[config.mk]
export PLATFORM = sky130hd
export DESIGN_NAME = maze_move_to_bezier_planner
export DESIGN_NICKNAME = d
export VERILOG_FILES = /design/src/mzp_pkg.sv /design/src/mzp_front.sv /design/src/mzp_fifo.sv /design/src/mzp_back.sv /design/src/maze_move_to_bezier_planner.sv
export SDC_FILE = /design/constraint.sdc
export NUM_CORES = 1
export LEC_CHECK = 0
export BUFFER_PORTS_ARGS = -buffer_cell sky130_fd_sc_hd__buf_2
export CAP_MARGIN = 20
export CELL_PAD_IN_SITES_DETAIL_PLACEMENT = 1
export CELL_PAD_IN_SITES_GLOBAL_PLACEMENT = 2
export CORE_UTILIZATION = 42
export CTS_BUF_LIST = sky130_fd_sc_hd__clkbuf_4 sky130_fd_sc_hd__clkbuf_8
export DETAILED_ROUTE_END_ITERATION = 8
export MAX_ROUTING_LAYER = met4
export PLACE_DENSITY = 0.85
export REMOVE_ABC_BUFFERS = 1
export SLEW_MARGIN = 20
export SYNTH_ARGS = -nofsm -noshare
export SYNTH_HDL_FRONTEND = slang
export SYNTH_SLANG_ARGS = --single-unit
[constraint.sdc]
create_clock -name clk -period 19.1 [get_ports clk]
set_input_delay 3.82 -clock clk [delete_from_list [all_inputs] [get_ports clk]]
set_output_delay 3.82 -clock clk [all_outputs]
set_load 0.01 [all_outputs]
[src/mzp_pkg.sv]
package mzp_pkg;

  // move command codes
  localparam logic [3:0] MV_START      = 4'd0;
  localparam logic [3:0] MV_FINISH     = 4'd1;
  localparam logic [3:0] MV_FORWARD    = 4'd2;
  localparam logic [3:0] MV_RIGHT      = 4'd3;
  localparam logic [3:0] MV_LEFT       = 4'd4;
  localparam logic [3:0] MV_BACK       = 4'd5;
  localparam logic [3:0] MV_BACK_RIGHT = 4'd6;
  localparam logic [3:0] MV_BACK_LEFT  = 4'd7;
  localparam logic [3:0] MV_RESET_POSE = 4'd8;

  // headings
  localparam logic [1:0] DIR_UP    = 2'd0;
  localparam logic [1:0] DIR_RIGHT = 2'd1;
  localparam logic [1:0] DIR_DOWN  = 2'd2;
  localparam logic [1:0] DIR_LEFT  = 2'd3;

  // configuration register indexes
  localparam logic [2:0] CFG_DIST_FULL    = 3'd0;
  localparam logic [2:0] CFG_DIST_HALF    = 3'd1;
  localparam logic [2:0] CFG_DIST_QUARTER = 3'd2;
  localparam logic [2:0] CFG_SCAN_IN      = 3'd3;
  localparam logic [2:0] CFG_SCAN_EXIT    = 3'd4;

  // curve kinds and speed codes
  localparam logic [1:0] KIND_CONST  = 2'd0;
  localparam logic [1:0] KIND_BRAKE  = 2'd1;
  localparam logic [1:0] KIND_SEARCH = 2'd2;
  localparam logic [7:0] SPEED_NONE  = 8'd255;
  localparam logic [7:0] SPEED_ONE   = 8'd1;

  localparam logic [15:0] CELL_PITCH  = 16'd180;
  localparam logic [15:0] CELL_CENTRE = 16'd90;

  // queue between front and back
  localparam int Q_DEPTH = 2;
  localparam int Q_PTR_W = 1;
  localparam int Q_CNT_W = 2;

  typedef struct packed {
    logic [9:0] dist_full;
    logic [9:0] dist_half;
    logic [9:0] dist_quarter;
    logic [9:0] scan_in;
    logic [9:0] scan_exit;
  } cfg_t;

  typedef struct packed {
    logic [15:0] x;
    logic [15:0] y;
  } point_t;

  // one classified move waiting for the back end
  typedef struct packed {
    logic        fast;
    logic        bad;
    logic [3:0]  code;
    logic [3:0]  run;
    logic [1:0]  heading;
    point_t      centre;
  } entry_t;

  // step a point by mag along a heading, wrapping at 16 bits
  function automatic point_t move_pt(point_t p, logic [1:0] dir, logic [15:0] mag);
    point_t r;
    r = p;
    unique case (dir)
      DIR_UP:    r.y = p.y + mag;
      DIR_RIGHT: r.x = p.x + mag;
      DIR_DOWN:  r.y = p.y - mag;
      DIR_LEFT:  r.x = p.x - mag;
      default:   r = p;
    endcase
    return r;
  endfunction

endpackage

[src/mzp_front.sv]
module mzp_front
  import mzp_pkg::*;
#(
  parameter int MAX_RUN = 14
) (
  input  logic       clk,
  input  logic       rst_n,
  input  logic       in_valid,
  output logic       in_stall,
  input  logic       in_mode,
  input  logic [3:0] in_move_code,
  input  logic [3:0] in_run_length,
  input  logic       q_full,
  output logic       q_push,
  output entry_t     q_entry
);

  logic [1:0] heading_r, heading_nxt;
  logic [7:0] cell_x_r, cell_x_nxt;
  logic [7:0] cell_y_r, cell_y_nxt;
  logic       accept;
  logic       bad;
  logic [3:0] run_eff;
  logic [7:0] adv;

  assign in_stall = q_full;
  assign accept   = in_valid && !q_full;

  // classify the move against mode and heading
  always_comb begin
    bad = (in_move_code > MV_RESET_POSE);
    if (in_mode) begin
      if (in_move_code >= MV_BACK) bad = 1'b1;
      if (in_move_code == MV_START && heading_r != DIR_UP) bad = 1'b1;
      if (in_move_code == MV_FORWARD &&
          (in_run_length == 4'd0 || in_run_length > 4'(MAX_RUN))) bad = 1'b1;
    end
  end

  assign run_eff = in_mode ? in_run_length : 4'd1;

  // pose update
  always_comb begin
    heading_nxt = heading_r;
    cell_x_nxt  = cell_x_r;
    cell_y_nxt  = cell_y_r;
    adv         = 8'd0;
    if (in_move_code == MV_RESET_POSE) begin
      heading_nxt = DIR_UP;
      cell_x_nxt  = 8'd0;
      cell_y_nxt  = 8'd0;
    end else if (!bad) begin
      unique case (in_move_code)
        MV_FINISH:     adv = 8'd1;
        MV_FORWARD:    adv = {4'd0, run_eff};
        MV_RIGHT: begin
          adv = 8'd1;
          heading_nxt = heading_r + 2'd1;
        end
        MV_LEFT: begin
          adv = 8'd1;
          heading_nxt = heading_r + 2'd3;
        end
        MV_BACK:       heading_nxt = heading_r + 2'd2;
        MV_BACK_RIGHT: heading_nxt = heading_r + 2'd1;
        MV_BACK_LEFT:  heading_nxt = heading_r + 2'd3;
        default:       adv = 8'd0;
      endcase
      unique case (heading_r)
        DIR_UP:    cell_y_nxt = cell_y_r + adv;
        DIR_RIGHT: cell_x_nxt = cell_x_r + adv;
        DIR_DOWN:  cell_y_nxt = cell_y_r - adv;
        default:   cell_x_nxt = cell_x_r - adv;
      endcase
    end
  end

  always_ff @(posedge clk) begin
    if (!rst_n) begin
      heading_r <= DIR_UP;
      cell_x_r  <= 8'd0;
      cell_y_r  <= 8'd0;
    end else if (accept) begin
      heading_r <= heading_nxt;
      cell_x_r  <= cell_x_nxt;
      cell_y_r  <= cell_y_nxt;
    end
  end

  // queue entry carries the pose before this move
  assign q_push           = accept && (in_move_code != MV_RESET_POSE);
  assign q_entry.fast     = in_mode;
  assign q_entry.bad      = bad;
  assign q_entry.code     = in_move_code;
  assign q_entry.run      = run_eff;
  assign q_entry.heading  = heading_r;
  assign q_entry.centre.x = 16'(16'(cell_x_r) * CELL_PITCH + CELL_CENTRE);
  assign q_entry.centre.y = 16'(16'(cell_y_r) * CELL_PITCH + CELL_CENTRE);

endmodule

[src/mzp_fifo.sv]
module mzp_fifo
  import mzp_pkg::*;
(
  input  logic   clk,
  input  logic   rst_n,
  input  logic   push,
  input  entry_t push_data,
  input  logic   pop,
  output entry_t pop_data,
  output logic   full,
  output logic   empty
);

  entry_t               mem_r [Q_DEPTH];
  logic [Q_PTR_W-1:0]   wr_ptr_r;
  logic [Q_PTR_W-1:0]   rd_ptr_r;
  logic [Q_CNT_W-1:0]   count_r;

  assign full     = (count_r == Q_CNT_W'(Q_DEPTH));
  assign empty    = (count_r == '0);
  assign pop_data = mem_r[rd_ptr_r];

  // storage
  always_ff @(posedge clk) begin
    if (push) begin
      mem_r[wr_ptr_r] <= push_data;
    end
  end

  // pointers and fill count
  always_ff @(posedge clk) begin
    if (!rst_n) begin
      wr_ptr_r <= '0;
      rd_ptr_r <= '0;
      count_r  <= '0;
    end else begin
      if (push) wr_ptr_r <= wr_ptr_r + 1'b1;
      if (pop)  rd_ptr_r <= rd_ptr_r + 1'b1;
      if (push && !pop)      count_r <= count_r + 1'b1;
      else if (pop && !push) count_r <= count_r - 1'b1;
    end
  end

`ifndef NO_ASSERTIONS
  a_no_overflow: assert property (@(posedge clk) disable iff (!rst_n)
    push |-> !full) else $error("queue overflow");
  a_no_underflow: assert property (@(posedge clk) disable iff (!rst_n)
    pop |-> !empty) else $error("queue underflow");
  a_count_up: assert property (@(posedge clk) disable iff (!rst_n)
    (push && !pop) |=> (count_r == $past(count_r) + 1'b1))
    else $error("queue count did not rise");
  a_ptr_gap: assert property (@(posedge clk) disable iff (!rst_n)
    (count_r == '0 || count_r == Q_CNT_W'(Q_DEPTH)) |-> (wr_ptr_r == rd_ptr_r))
    else $error("queue pointers out of step");
`endif

endmodule

[src/mzp_back.sv]
module mzp_back
  import mzp_pkg::*;
(
  input  logic        clk,
  input  logic        rst_n,
  input  cfg_t        cfg,
  input  logic        q_empty,
  input  entry_t      q_entry,
  output logic        q_pop,
  output logic        out_valid,
  input  logic        out_stall,
  output logic [15:0] out_start_x,
  output logic [15:0] out_start_y,
  output logic [15:0] out_ctrl1_x,
  output logic [15:0] out_ctrl1_y,
  output logic [15:0] out_end_x,
  output logic [15:0] out_end_y,
  output logic [15:0] out_ctrl2_x,
  output logic [15:0] out_ctrl2_y,
  output logic [1:0]  out_curve_kind,
  output logic [7:0]  out_speed_begin,
  output logic [7:0]  out_speed_finish,
  output logic        out_bad_move
);

  logic        valid_r;
  point_t      p1_r, d1_r, p2_r, d2_r;
  logic [1:0]  kind_r;
  logic [7:0]  sp1_r, sp2_r;
  logic        bad_r;

  point_t      c, p1, base, mid, d1, p2, d2;
  logic [1:0]  h, fwd, side;
  logic        is_turn, is_back, is_left, is_start;
  logic [15:0] half, quarter, full, s_in, s_out, m1, m2;
  logic [13:0] run_len_mm;
  logic [1:0]  kind;
  logic [7:0]  sp1, sp2;

  assign q_pop = !q_empty && (!valid_r || !out_stall);

  assign half    = 16'(cfg.dist_half);
  assign quarter = 16'(cfg.dist_quarter);
  assign full    = 16'(cfg.dist_full);
  assign s_in    = 16'(cfg.scan_in);
  assign s_out   = 16'(cfg.scan_exit);
  assign run_len_mm = 14'(q_entry.run) * 14'(cfg.dist_full);

  // segment geometry
  always_comb begin
    h        = q_entry.heading;
    is_start = (q_entry.code == MV_START);
    is_back  = (q_entry.code == MV_BACK) || (q_entry.code == MV_BACK_RIGHT) ||
               (q_entry.code == MV_BACK_LEFT);
    is_left  = (q_entry.code == MV_LEFT) || (q_entry.code == MV_BACK_LEFT);
    is_turn  = (q_entry.code == MV_RIGHT) || (q_entry.code == MV_LEFT) ||
               (q_entry.code == MV_BACK_RIGHT) || (q_entry.code == MV_BACK_LEFT);
    fwd      = is_back ? h + 2'd2 : h;
    side     = is_left ? h + 2'd3 : h + 2'd1;
    c        = q_entry.centre;
    p1       = move_pt(c, h, half);
    base     = is_start ? c : p1;
    m1       = is_start ? quarter : half;
    unique case (q_entry.code)
      MV_FORWARD: m2 = 16'(run_len_mm);
      MV_BACK:    m2 = full;
      default:    m2 = half;
    endcase
    mid = move_pt(p1, fwd, half);
    if (is_turn) begin
      d1 = move_pt(p1, fwd, s_in);
      p2 = move_pt(mid, side, half);
      d2 = move_pt(p2, side + 2'd2, s_out);
    end else begin
      d1 = move_pt(base, fwd, m1);
      p2 = move_pt(base, fwd, m2);
      d2 = d1;
    end
  end

  // curve kind and speed codes
  always_comb begin
    kind = q_entry.fast ? KIND_CONST : KIND_SEARCH;
    sp1  = SPEED_NONE;
    sp2  = SPEED_NONE;
    if (q_entry.fast) begin
      if (q_entry.code == MV_FORWARD) begin
        kind = KIND_BRAKE;
        sp1  = SPEED_ONE;
        sp2  = {4'd0, q_entry.run};
      end else if (q_entry.code == MV_RIGHT || q_entry.code == MV_LEFT) begin
        sp1 = SPEED_ONE;
        sp2 = SPEED_ONE;
      end
    end
  end

  // output register
  always_ff @(posedge clk) begin
    if (!rst_n) begin
      valid_r <= 1'b0;
    end else if (q_pop) begin
      valid_r <= 1'b1;
    end else if (!out_stall) begin
      valid_r <= 1'b0;
    end
  end

  always_ff @(posedge clk) begin
    if (q_pop) begin
      if (q_entry.bad) begin
        p1_r   <= '0;
        d1_r   <= '0;
        p2_r   <= '0;
        d2_r   <= '0;
        kind_r <= '0;
        sp1_r  <= '0;
        sp2_r  <= '0;
        bad_r  <= 1'b1;
      end else begin
        p1_r   <= is_start ? c : p1;
        d1_r   <= d1;
        p2_r   <= p2;
        d2_r   <= d2;
        kind_r <= kind;
        sp1_r  <= sp1;
        sp2_r  <= sp2;
        bad_r  <= 1'b0;
      end
    end
  end

  assign out_valid        = valid_r;
  assign out_start_x      = p1_r.x;
  assign out_start_y      = p1_r.y;
  assign out_ctrl1_x      = d1_r.x;
  assign out_ctrl1_y      = d1_r.y;
  assign out_end_x        = p2_r.x;
  assign out_end_y        = p2_r.y;
  assign out_ctrl2_x      = d2_r.x;
  assign out_ctrl2_y      = d2_r.y;
  assign out_curve_kind   = kind_r;
  assign out_speed_begin  = sp1_r;
  assign out_speed_finish = sp2_r;
  assign out_bad_move     = bad_r;

`ifndef NO_ASSERTIONS
  a_pop_shows: assert property (@(posedge clk) disable iff (!rst_n)
    q_pop |=> valid_r) else $error("popped move not presented");
  a_bad_clear: assert property (@(posedge clk) disable iff (!rst_n)
    (valid_r && bad_r) |-> (kind_r == '0 && sp1_r == '0 && sp2_r == '0))
    else $error("bad move carries payload");
  a_no_pop_stalled: assert property (@(posedge clk) disable iff (!rst_n)
    (valid_r && out_stall) |-> !q_pop) else $error("pop over a held result");
`endif

endmodule

[src/maze_move_to_bezier_planner.sv]
// Maze move to Bezier segment planner.
// Input channel (in_valid / in_stall): one move command per transaction with
// mode, move code and run length. A transaction is taken when in_valid is high
// and in_stall is low. A pose reset command updates the pose and produces no
// result; every other command produces exactly one result transaction.
// Result channel (out_valid / out_stall): start, control and end points of one
// cubic segment, curve kind, speed codes and a bad-move flag. A bad move gives
// all-zero fields with out_bad_move set and leaves the pose unchanged.
// Config channel (cfg_valid / cfg_ready): cfg_ready is always high; cfg_index
// selects one of the five distance registers. Write only while idle.
// A taken command is written into the queue; the back end pops it into its
// output register, which drives out_valid, when out_stall is low or no result
// is held. Throughput: one command per cycle while in_stall is low; the next
// pose is computed combinationally, and a two-entry queue decouples the ends.
// While out_stall holds a result, two more commands fill the queue and then
// in_stall rises. Reset (rst_n low, synchronous) clears the pose to cell 0,0
// heading up, empties the queue and reloads the distance registers.
module maze_move_to_bezier_planner
  import mzp_pkg::*;
#(
  parameter int MAX_RUN = 14
) (
  input  logic        clk,
  input  logic        rst_n,
  input  logic        in_valid,
  output logic        in_stall,
  input  logic        in_mode,
  input  logic [3:0]  in_move_code,
  input  logic [3:0]  in_run_length,
  output logic        out_valid,
  input  logic        out_stall,
  output logic [15:0] out_start_x,
  output logic [15:0] out_start_y,
  output logic [15:0] out_ctrl1_x,
  output logic [15:0] out_ctrl1_y,
  output logic [15:0] out_end_x,
  output logic [15:0] out_end_y,
  output logic [15:0] out_ctrl2_x,
  output logic [15:0] out_ctrl2_y,
  output logic [1:0]  out_curve_kind,
  output logic [7:0]  out_speed_begin,
  output logic [7:0]  out_speed_finish,
  output logic        out_bad_move,
  input  logic        cfg_valid,
  output logic        cfg_ready,
  input  logic [2:0]  cfg_index,
  input  logic [9:0]  cfg_data
);

  cfg_t   cfg_r;
  logic   q_push, q_pop, q_full, q_empty;
  entry_t push_entry, pop_entry;

  // distance registers
  assign cfg_ready = 1'b1;

  always_ff @(posedge clk) begin
    if (!rst_n) begin
      cfg_r.dist_full    <= 10'd180;
      cfg_r.dist_half    <= 10'd90;
      cfg_r.dist_quarter <= 10'd45;
      cfg_r.scan_in      <= 10'd60;
      cfg_r.scan_exit    <= 10'd60;
    end else if (cfg_valid && cfg_ready) begin
      unique case (cfg_index)
        CFG_DIST_FULL:    cfg_r.dist_full    <= cfg_data;
        CFG_DIST_HALF:    cfg_r.dist_half    <= cfg_data;
        CFG_DIST_QUARTER: cfg_r.dist_quarter <= cfg_data;
        CFG_SCAN_IN:      cfg_r.scan_in      <= cfg_data;
        CFG_SCAN_EXIT:    cfg_r.scan_exit    <= cfg_data;
        default:          cfg_r <= cfg_r;
      endcase
    end
  end

  // front end: classify and track pose
  mzp_front #(
    .MAX_RUN (MAX_RUN)
  ) u_front (
    .clk           (clk),
    .rst_n         (rst_n),
    .in_valid      (in_valid),
    .in_stall      (in_stall),
    .in_mode       (in_mode),
    .in_move_code  (in_move_code),
    .in_run_length (in_run_length),
    .q_full        (q_full),
    .q_push        (q_push),
    .q_entry       (push_entry)
  );

  // queue between front and back
  mzp_fifo u_fifo (
    .clk       (clk),
    .rst_n     (rst_n),
    .push      (q_push),
    .push_data (push_entry),
    .pop       (q_pop),
    .pop_data  (pop_entry),
    .full      (q_full),
    .empty     (q_empty)
  );

  // back end: segment geometry and output register
  mzp_back u_back (
    .clk              (clk),
    .rst_n            (rst_n),
    .cfg              (cfg_r),
    .q_empty          (q_empty),
    .q_entry          (pop_entry),
    .q_pop            (q_pop),
    .out_valid        (out_valid),
    .out_stall        (out_stall),
    .out_start_x      (out_start_x),
    .out_start_y      (out_start_y),
    .out_ctrl1_x      (out_ctrl1_x),
    .out_ctrl1_y      (out_ctrl1_y),
    .out_end_x        (out_end_x),
    .out_end_y        (out_end_y),
    .out_ctrl2_x      (out_ctrl2_x),
    .out_ctrl2_y      (out_ctrl2_y),
    .out_curve_kind   (out_curve_kind),
    .out_speed_begin  (out_speed_begin),
    .out_speed_finish (out_speed_finish),
    .out_bad_move     (out_bad_move)
  );

endmodule

==> impl_metrics.tcl, run 1 <==
set metrics [dict create \
    outcome "finished, final reports clean" \
    cts_tree "done" \
    synth_cell_types 95 \
    path_clk_slew_ns 0.06 \
    die_h_um 269 \
    arrival_ns 10.00 \
    whs_path_depth 2 \
    synthAdderAreaFrac 0.155 \
    rows 97 \
    synth_mux_area_frac 0.0265 \
    portBuffers 175 \
    grt_pass1_vias 29100 \
    async_flop_share 0 \
    drt_iter0_drc 2052 \
    via_count 28100 \
    post_cts_hold_buffer_count 0 \
    fp.coreArea_sq_um 70400 \
    finalHoldViolCount 0 \
    synth_ff_type "edfxtp_1" \
    cap_violations 0 \
    post_synth.cell_area_avg_sq_um 8.21 \
    finalWirelength_mm 117 \
    clockRootBuffer "clkbuf_8" \
    grt_max_degree 115 \
    layout_common_cells "nand2_1, nor2_1, ha_1" \
    r2r_cells 32 \
    synth_edf_count 217 \
    avgRoutedWirePerCell_um 24.5 \
    critPathMaxStageDelay_ns 0.56 \
    nFillCells 8489 \
    clock_skew_ns 0.0554 \
    finalSetupViolations 0 \
    layout-drive-gt1-share 0.105 \
    ff2ff_setup_slack_ns 9.49 \
    fmax_ghz 0.104 \
    rsz0062_at_grt "no" \
    dp_hpwl_mm 92.1 \
    synth-compound-area-share 0.197 \
    yosys_register_bits 291 \
    clock_latency_ns 0.71 \
    required_ns 19.49 \
    path_max_fanout 51 \
    holdCritStartpoint "cfg_r[11]" \
    antenna_left 0 \
    cts_inserted_buffers 54 \
    tightest_slew_ns 1.11 \
    synth_top_family_by_area "simple AND/OR/NAND/NOR gates" \
    gp_congestion 0.978 \
    crit_buf_inv 3 \
    seq_area_frac_synth 0.267 \
    mostFrequentLayoutCell "nand2_1" \
    fin_crit_ns 9.61 \
    worst_path_max_delay_cell "buf_4" \
    crit_top_cell "o21ai_0" \
    drc 0 \
    syn_area_sq_um 30000 \
    via_per_inst 5.92 \
    ys.warnings.count 0 \
    cp_top_family "compound AO/OA/AOI/OAI gates" \
    slew_violations 0 \
    synthSimpleGateAreaFrac 0.202 \
    clock-sinks 291 \
    dieArea_sq_um 72500 \
    start_kind "flip-flop" \
    finalCritPeriodShare 0.503 \
    h-tree-depth 2 \
    syn_to_final_growth_pct 10.3 \
    end_kind "flip-flop" \
    crit_type "reg -> reg" \
    worst_r2r_endpoint "u_back.out_ctrl2_y[14]" \
    nets 4128 \
    drt_pass1_iterations 6 \
    post_cts_resized 0 \
    tns_ns 0 \
    cts_buffer_depth 3 \
    postCtsSetupBuffers 0 \
    path_depth 32 \
    start_util 0.426 \
    antenna_found_initial 5 \
    hold_path_class "reg -> reg" \
    synth_xor_area_frac 0.0997 \
    synthCells 3654 \
    io_pins 177 \
    gr-usage-all-layers 0.326 \
    fp.dieW_um 269 \
    relSlewSlack 0.241 \
    hold_path_end "cfg_r[11]" \
    overflow 0 \
    grt_pass1_wl_mm 177 \
]
-- cell usage after synthesis, drive strengths merged, types with 32 or more instances --
library cell,number,area share
a21boi,78,0.020
or3,36,0.0075
o21ai,189,0.032
buf,41,0.0075
and3,32,0.0068
nor2b,65,0.014
nand3,78,0.013
clkbuf,122,0.015
a31oi,43,0.0092
inv,246,0.031
a21o,83,0.021
and2,59,0.012
xor2,92,0.027
dfxtp,74,0.049
a21oi,236,0.039
a211oi,45,0.011
fa,50,0.033
nand2,432,0.054
xnor2,242,0.071
mux2i,48,0.016
nand2b,38,0.0079
nor3,101,0.017
o21a,34,0.0085
edfxtp,217,0.22
ha,283,0.12
nor2,344,0.043
-- worst min-delay path, stage by stage, from the launching register on --
cell and delay (ns):
dfxtp_1 0.33, nand2_1 0.06, a21boi_0 0.06
-- worst max-delay path by stage --
stage                                  end  slack, ns
floorplan           u_back.out_ctrl2_y[14]       2.23
CTS                 u_back.out_ctrl2_y[14]       9.66
detailed placement  u_back.out_ctrl2_y[14]       9.71
global placement    u_back.out_ctrl2_y[14]       9.76
finish              u_back.out_ctrl2_y[14]       9.49
global route        u_back.out_ctrl2_y[14]       8.97
-- logic make-up (layout without fill, tap and decap cells) --
group           count (synthesis)  count (layout)
compound gates                907             907
xor+xnor                      337             337
fa+ha+maj                     343             343
buf+inv                       410             569
flops                         291             291
mux                            75              75
other cells                     1               2
simple gates                 1290            1290
-- area by class of cell --
type                    count  area [sq um]  share of cell area
inverters                 247           933              0.0282
diodes                      1          2.50           0.0000756
clock buffers              64           831              0.0251
clock inverters            37           418              0.0126
multi-input cells        2953         20500               0.619
well taps                 940          1180              0.0355
flip-flops and latches    291          8000               0.242
repair buffers            221          1250              0.0376
-- routing by layer --
layer	GRT usage	share of wire
met1	0.413	0.44
met2	0.543	0.48
met3	0.0419	0.060
met4	0.0888	0.027
met5	-	0
-- flip-flops by register name, summed over array words and instances (netlist names), named ones only --
name,flops
u_fifo.count_r,2
u_back.out_start_y,16
cfg_r,50
u_back.out_ctrl2_y,16
u_back.out_valid,1
u_back.out_speed_begin,1
u_front.heading_r,2
u_back.out_ctrl1_y,16
u_back.out_ctrl2_x,16
u_back.out_speed_finish,5
u_back.out_curve_kind,2
u_fifo.rd_ptr_r,1
u_back.out_start_x,16
u_back.out_ctrl1_x,16
u_back.out_bad_move,1
u_back.out_end_y,16
u_front.cell_x_r,8
u_front.cell_y_r,8
u_fifo.mem_r,80
u_fifo.wr_ptr_r,1
u_back.out_end_x,16
-- through the flow --
stage | instance area, sq um | util | worst slack (ns) | cells | hold slack, ns
after floorplan | 29300 | - | 2.23 | 3491 | 0.457
after global placement | 31800 | 0.452 | 9.76 | 4652 | 0.481
after detailed placement | 31900 | 0.452 | 9.71 | 4652 | 0.493
after CTS | 33100 | 0.470 | 9.66 | 4753 | 0.502
after global routing | 33100 | 0.470 | 8.97 | 4754 | 0.514
final | 33100 | 0.470 | 9.49 | 4754 | 0.501
Power of run 1 is not shown: default switching activity piles up to over one toggle a cycle in this logic, so the estimate is an artifact.
==> inputs of run 2 (changes only) <==
--- a/config.mk
+++ b/config.mk
@@ -5,15 +5,16 @@
 export SDC_FILE = /design/constraint.sdc
 export NUM_CORES = 1
 export LEC_CHECK = 0
+export ABC_AREA = 1
 export BUFFER_PORTS_ARGS = -buffer_cell sky130_fd_sc_hd__buf_2
 export CAP_MARGIN = 20
 export CELL_PAD_IN_SITES_DETAIL_PLACEMENT = 1
 export CELL_PAD_IN_SITES_GLOBAL_PLACEMENT = 2
-export CORE_UTILIZATION = 42
+export CORE_UTILIZATION = 33
 export CTS_BUF_LIST = sky130_fd_sc_hd__clkbuf_4 sky130_fd_sc_hd__clkbuf_8
 export DETAILED_ROUTE_END_ITERATION = 8
 export MAX_ROUTING_LAYER = met4
-export PLACE_DENSITY = 0.85
+export PLACE_DENSITY = 0.75
 export REMOVE_ABC_BUFFERS = 1
 export SLEW_MARGIN = 20
 export SYNTH_ARGS = -nofsm -noshare
==> constraint.sdc (replaced) <==
create_clock -name clk -period 8.15 [get_ports clk]
set_input_delay 1.63 -clock clk [delete_from_list [all_inputs] [get_ports clk]]
set_output_delay 1.63 -clock clk [all_outputs]
set_load 0.01 [all_outputs]
==> impl_metrics.tcl, run 2 <==
set metrics [dict create \
    synth_ff_type "edfxtp_1" \
    clock_latency_ns 0.76 \
    clockRootBuffer "clkbuf_8" \
    cts_tree "done" \
    crit_type "reg -> reg" \
    synth-compound-area-share 0.174 \
    largest_reg_flops 80 \
    finalCritPeriodShare 0.927 \
    grt_max_degree 97 \
    layout-drive-gt1-share 0.116 \
    antenna_found_initial 11 \
    whs_ns 0.452 \
    antenna_left 0 \
    synth_xor_area_frac 0.0537 \
    relSlewSlack 0.244 \
    synth_commonest_cells "nand2_1, inv_1, o21ai_0" \
    via_count 27900 \
    ff2ff_setup_slack_ns 0.60 \
    dpl_worst_slack_ns 0.479 \
    yosys-top-cells-area "edfxtp_1, ha_1, nand2_1, inv_1, o21ai_0" \
    cp_top_family "simple AND/OR/NAND/NOR gates" \
    rsz0062_at_grt "no" \
    synthAdderAreaFrac 0.156 \
    outcome "finished, final reports clean" \
    synthSimpleGateAreaFrac 0.245 \
    clock_skew_ns 0.0866 \
    max_flop_register "u_fifo.mem_r" \
    crit_buf_inv 10 \
    synth_mux_area_frac 0.00240 \
    h-tree-depth 2 \
    holdCritStartpoint "u_fifo.rd_ptr_r" \
    grt_pass1_vias 28600 \
    die_h_um 299 \
    ys.warnings.count 0 \
    placed_cells 5355 \
    nets 4620 \
    fmax_ghz 0.132 \
    via_per_inst 5.11 \
    cts_inserted_buffers 57 \
    rows 108 \
    cts_buffer_depth 3 \
    start_util 0.334 \
    critPathMaxStageDelay_ns 0.51 \
    synth_cell_types 71 \
    yosysTopAreaCellShare 0.224 \
    arrival_ns 8.05 \
    postCtsSetupBuffers 0 \
    gp_congestion 0.916 \
    portBuffers 175 \
    r2r_cells 41 \
    worst_path_max_delay_cell "dfxtp_2" \
    drc 0 \
    dieArea_sq_um 89500 \
    overflow 0 \
    seq_area_frac_synth 0.274 \
    gr-usage-all-layers 0.254 \
    grt_pass1_wl_mm 169 \
    syn_to_final_growth_pct 11.6 \
    synth_top_family_by_area "simple AND/OR/NAND/NOR gates" \
    tightest_slew_ns 1.12 \
    drt_iter0_drc 1315 \
    fin_crit_ns 7.55 \
    required_ns 8.65 \
    synthMostInstantiatedCell "nand2_1" \
    io_pins 177 \
    synth_edf_count 217 \
    path_clk_slew_ns 0.06 \
    worst_r2r_endpoint "u_back.out_ctrl2_y[14]" \
    drt_pass1_iterations 5 \
    cap_violations 0 \
    post_synth.cell_area_avg_sq_um 7.11 \
    clock-sinks 291 \
    dp_hpwl_mm 90.0 \
    finalHoldViolCount 0 \
    finalSetupViolations 0 \
    avgRoutedWirePerCell_um 20.2 \
    slew_violations 0 \
    reg.largest.list "u_fifo.mem_r: 80 flops, cfg_r: 50 flops" \
    synthCells 4100 \
    async_flop_share 0 \
    synth_area_leader_cell "edfxtp_1" \
    layout_setup_ws_ns 0.596 \
    end_kind "flip-flop" \
    crit_top_cell "inv_1" \
    yosys_register_bits 291 \
    finalWirelength_mm 111 \
    layout_common_cells "nand2_1, inv_1, o21ai_0" \
    whs_path_depth 1 \
    hold_path_class "reg -> reg" \
    mostFrequentLayoutCell "nand2_1" \
    start_kind "flip-flop" \
    path_max_fanout 31 \
    syn_area_sq_um 29200 \
    tns_ns 0 \
    layout.cells.non_filler 5465 \
    fp.coreArea_sq_um 87200 \
    fp.dieW_um 299 \
]
## run 2: area by class of cell
cell class / count / area [sq um]
fillers: 11000 / 54600
multi-input cells: 3100 / 18400
flip-flops and latches: 291 / 8000
inverters: 573 / 2160
well taps: 1155 / 1450
repair buffers: 237 / 1390
clock buffers: 69 / 875
clock inverters: 33 / 218
diodes: 7 / 17.5
## run 2: metal layers
| layer | global-route usage | up-vias | wire length (um) |
|---|---|---|---|
| li1 | - | 13900 | - |
| met1 | 0.331 | 13400 | 52100 |
| met2 | 0.421 | 451 | 52100 |
| met3 | 0.0252 | 129 | 3840 |
| met4 | 0.0610 | 0 | 2450 |
| met5 | - | - | 0 |
## run 2: worst max-delay path by stage
stage | from | endpoint | cells past startpoint | slack (ns)
after CTS | flip-flop | u_back.out_ctrl2_x[15] | 45 | 0.45
after global routing | flip-flop | u_back.out_ctrl2_x[15] | 48 | 0.002
after floorplan | flip-flop | u_back.out_ctrl2_x[15] | 37 | -1.70
after detailed placement | flip-flop | u_back.out_ctrl2_x[15] | 45 | 0.48
after global placement | flip-flop | u_back.out_ctrl2_x[15] | 45 | 0.56
final | flip-flop | u_back.out_ctrl2_y[14] | 41 | 0.60
## run 2: metrics by stage
step	util	cell area (sq um)
finish	0.373	32500
global route	0.373	32500
CTS	0.373	32500
detailed placement	0.360	31400
global placement	0.360	31400
floorplan	-	28500
## run 2: what timing repair did
action                     4_1_cts  5_1_grt
hold buffers                     0        0
gates resized for setup          0        6
setup endpoints to repair        0        3
## run 2: cells by family (layout without fill, tap and decap cells)
logic type,Yosys count,after routing
buffers and inverters,709,912
and+or+nand+nor,1655,1655
AOI/OAI and AO/OA,930,930
other,1,8
muxes,7,7
DFF,291,291
adders and majority gates,333,333
xor gates and xnor gates,174,174
Power of run 2 is left out for the same reason.
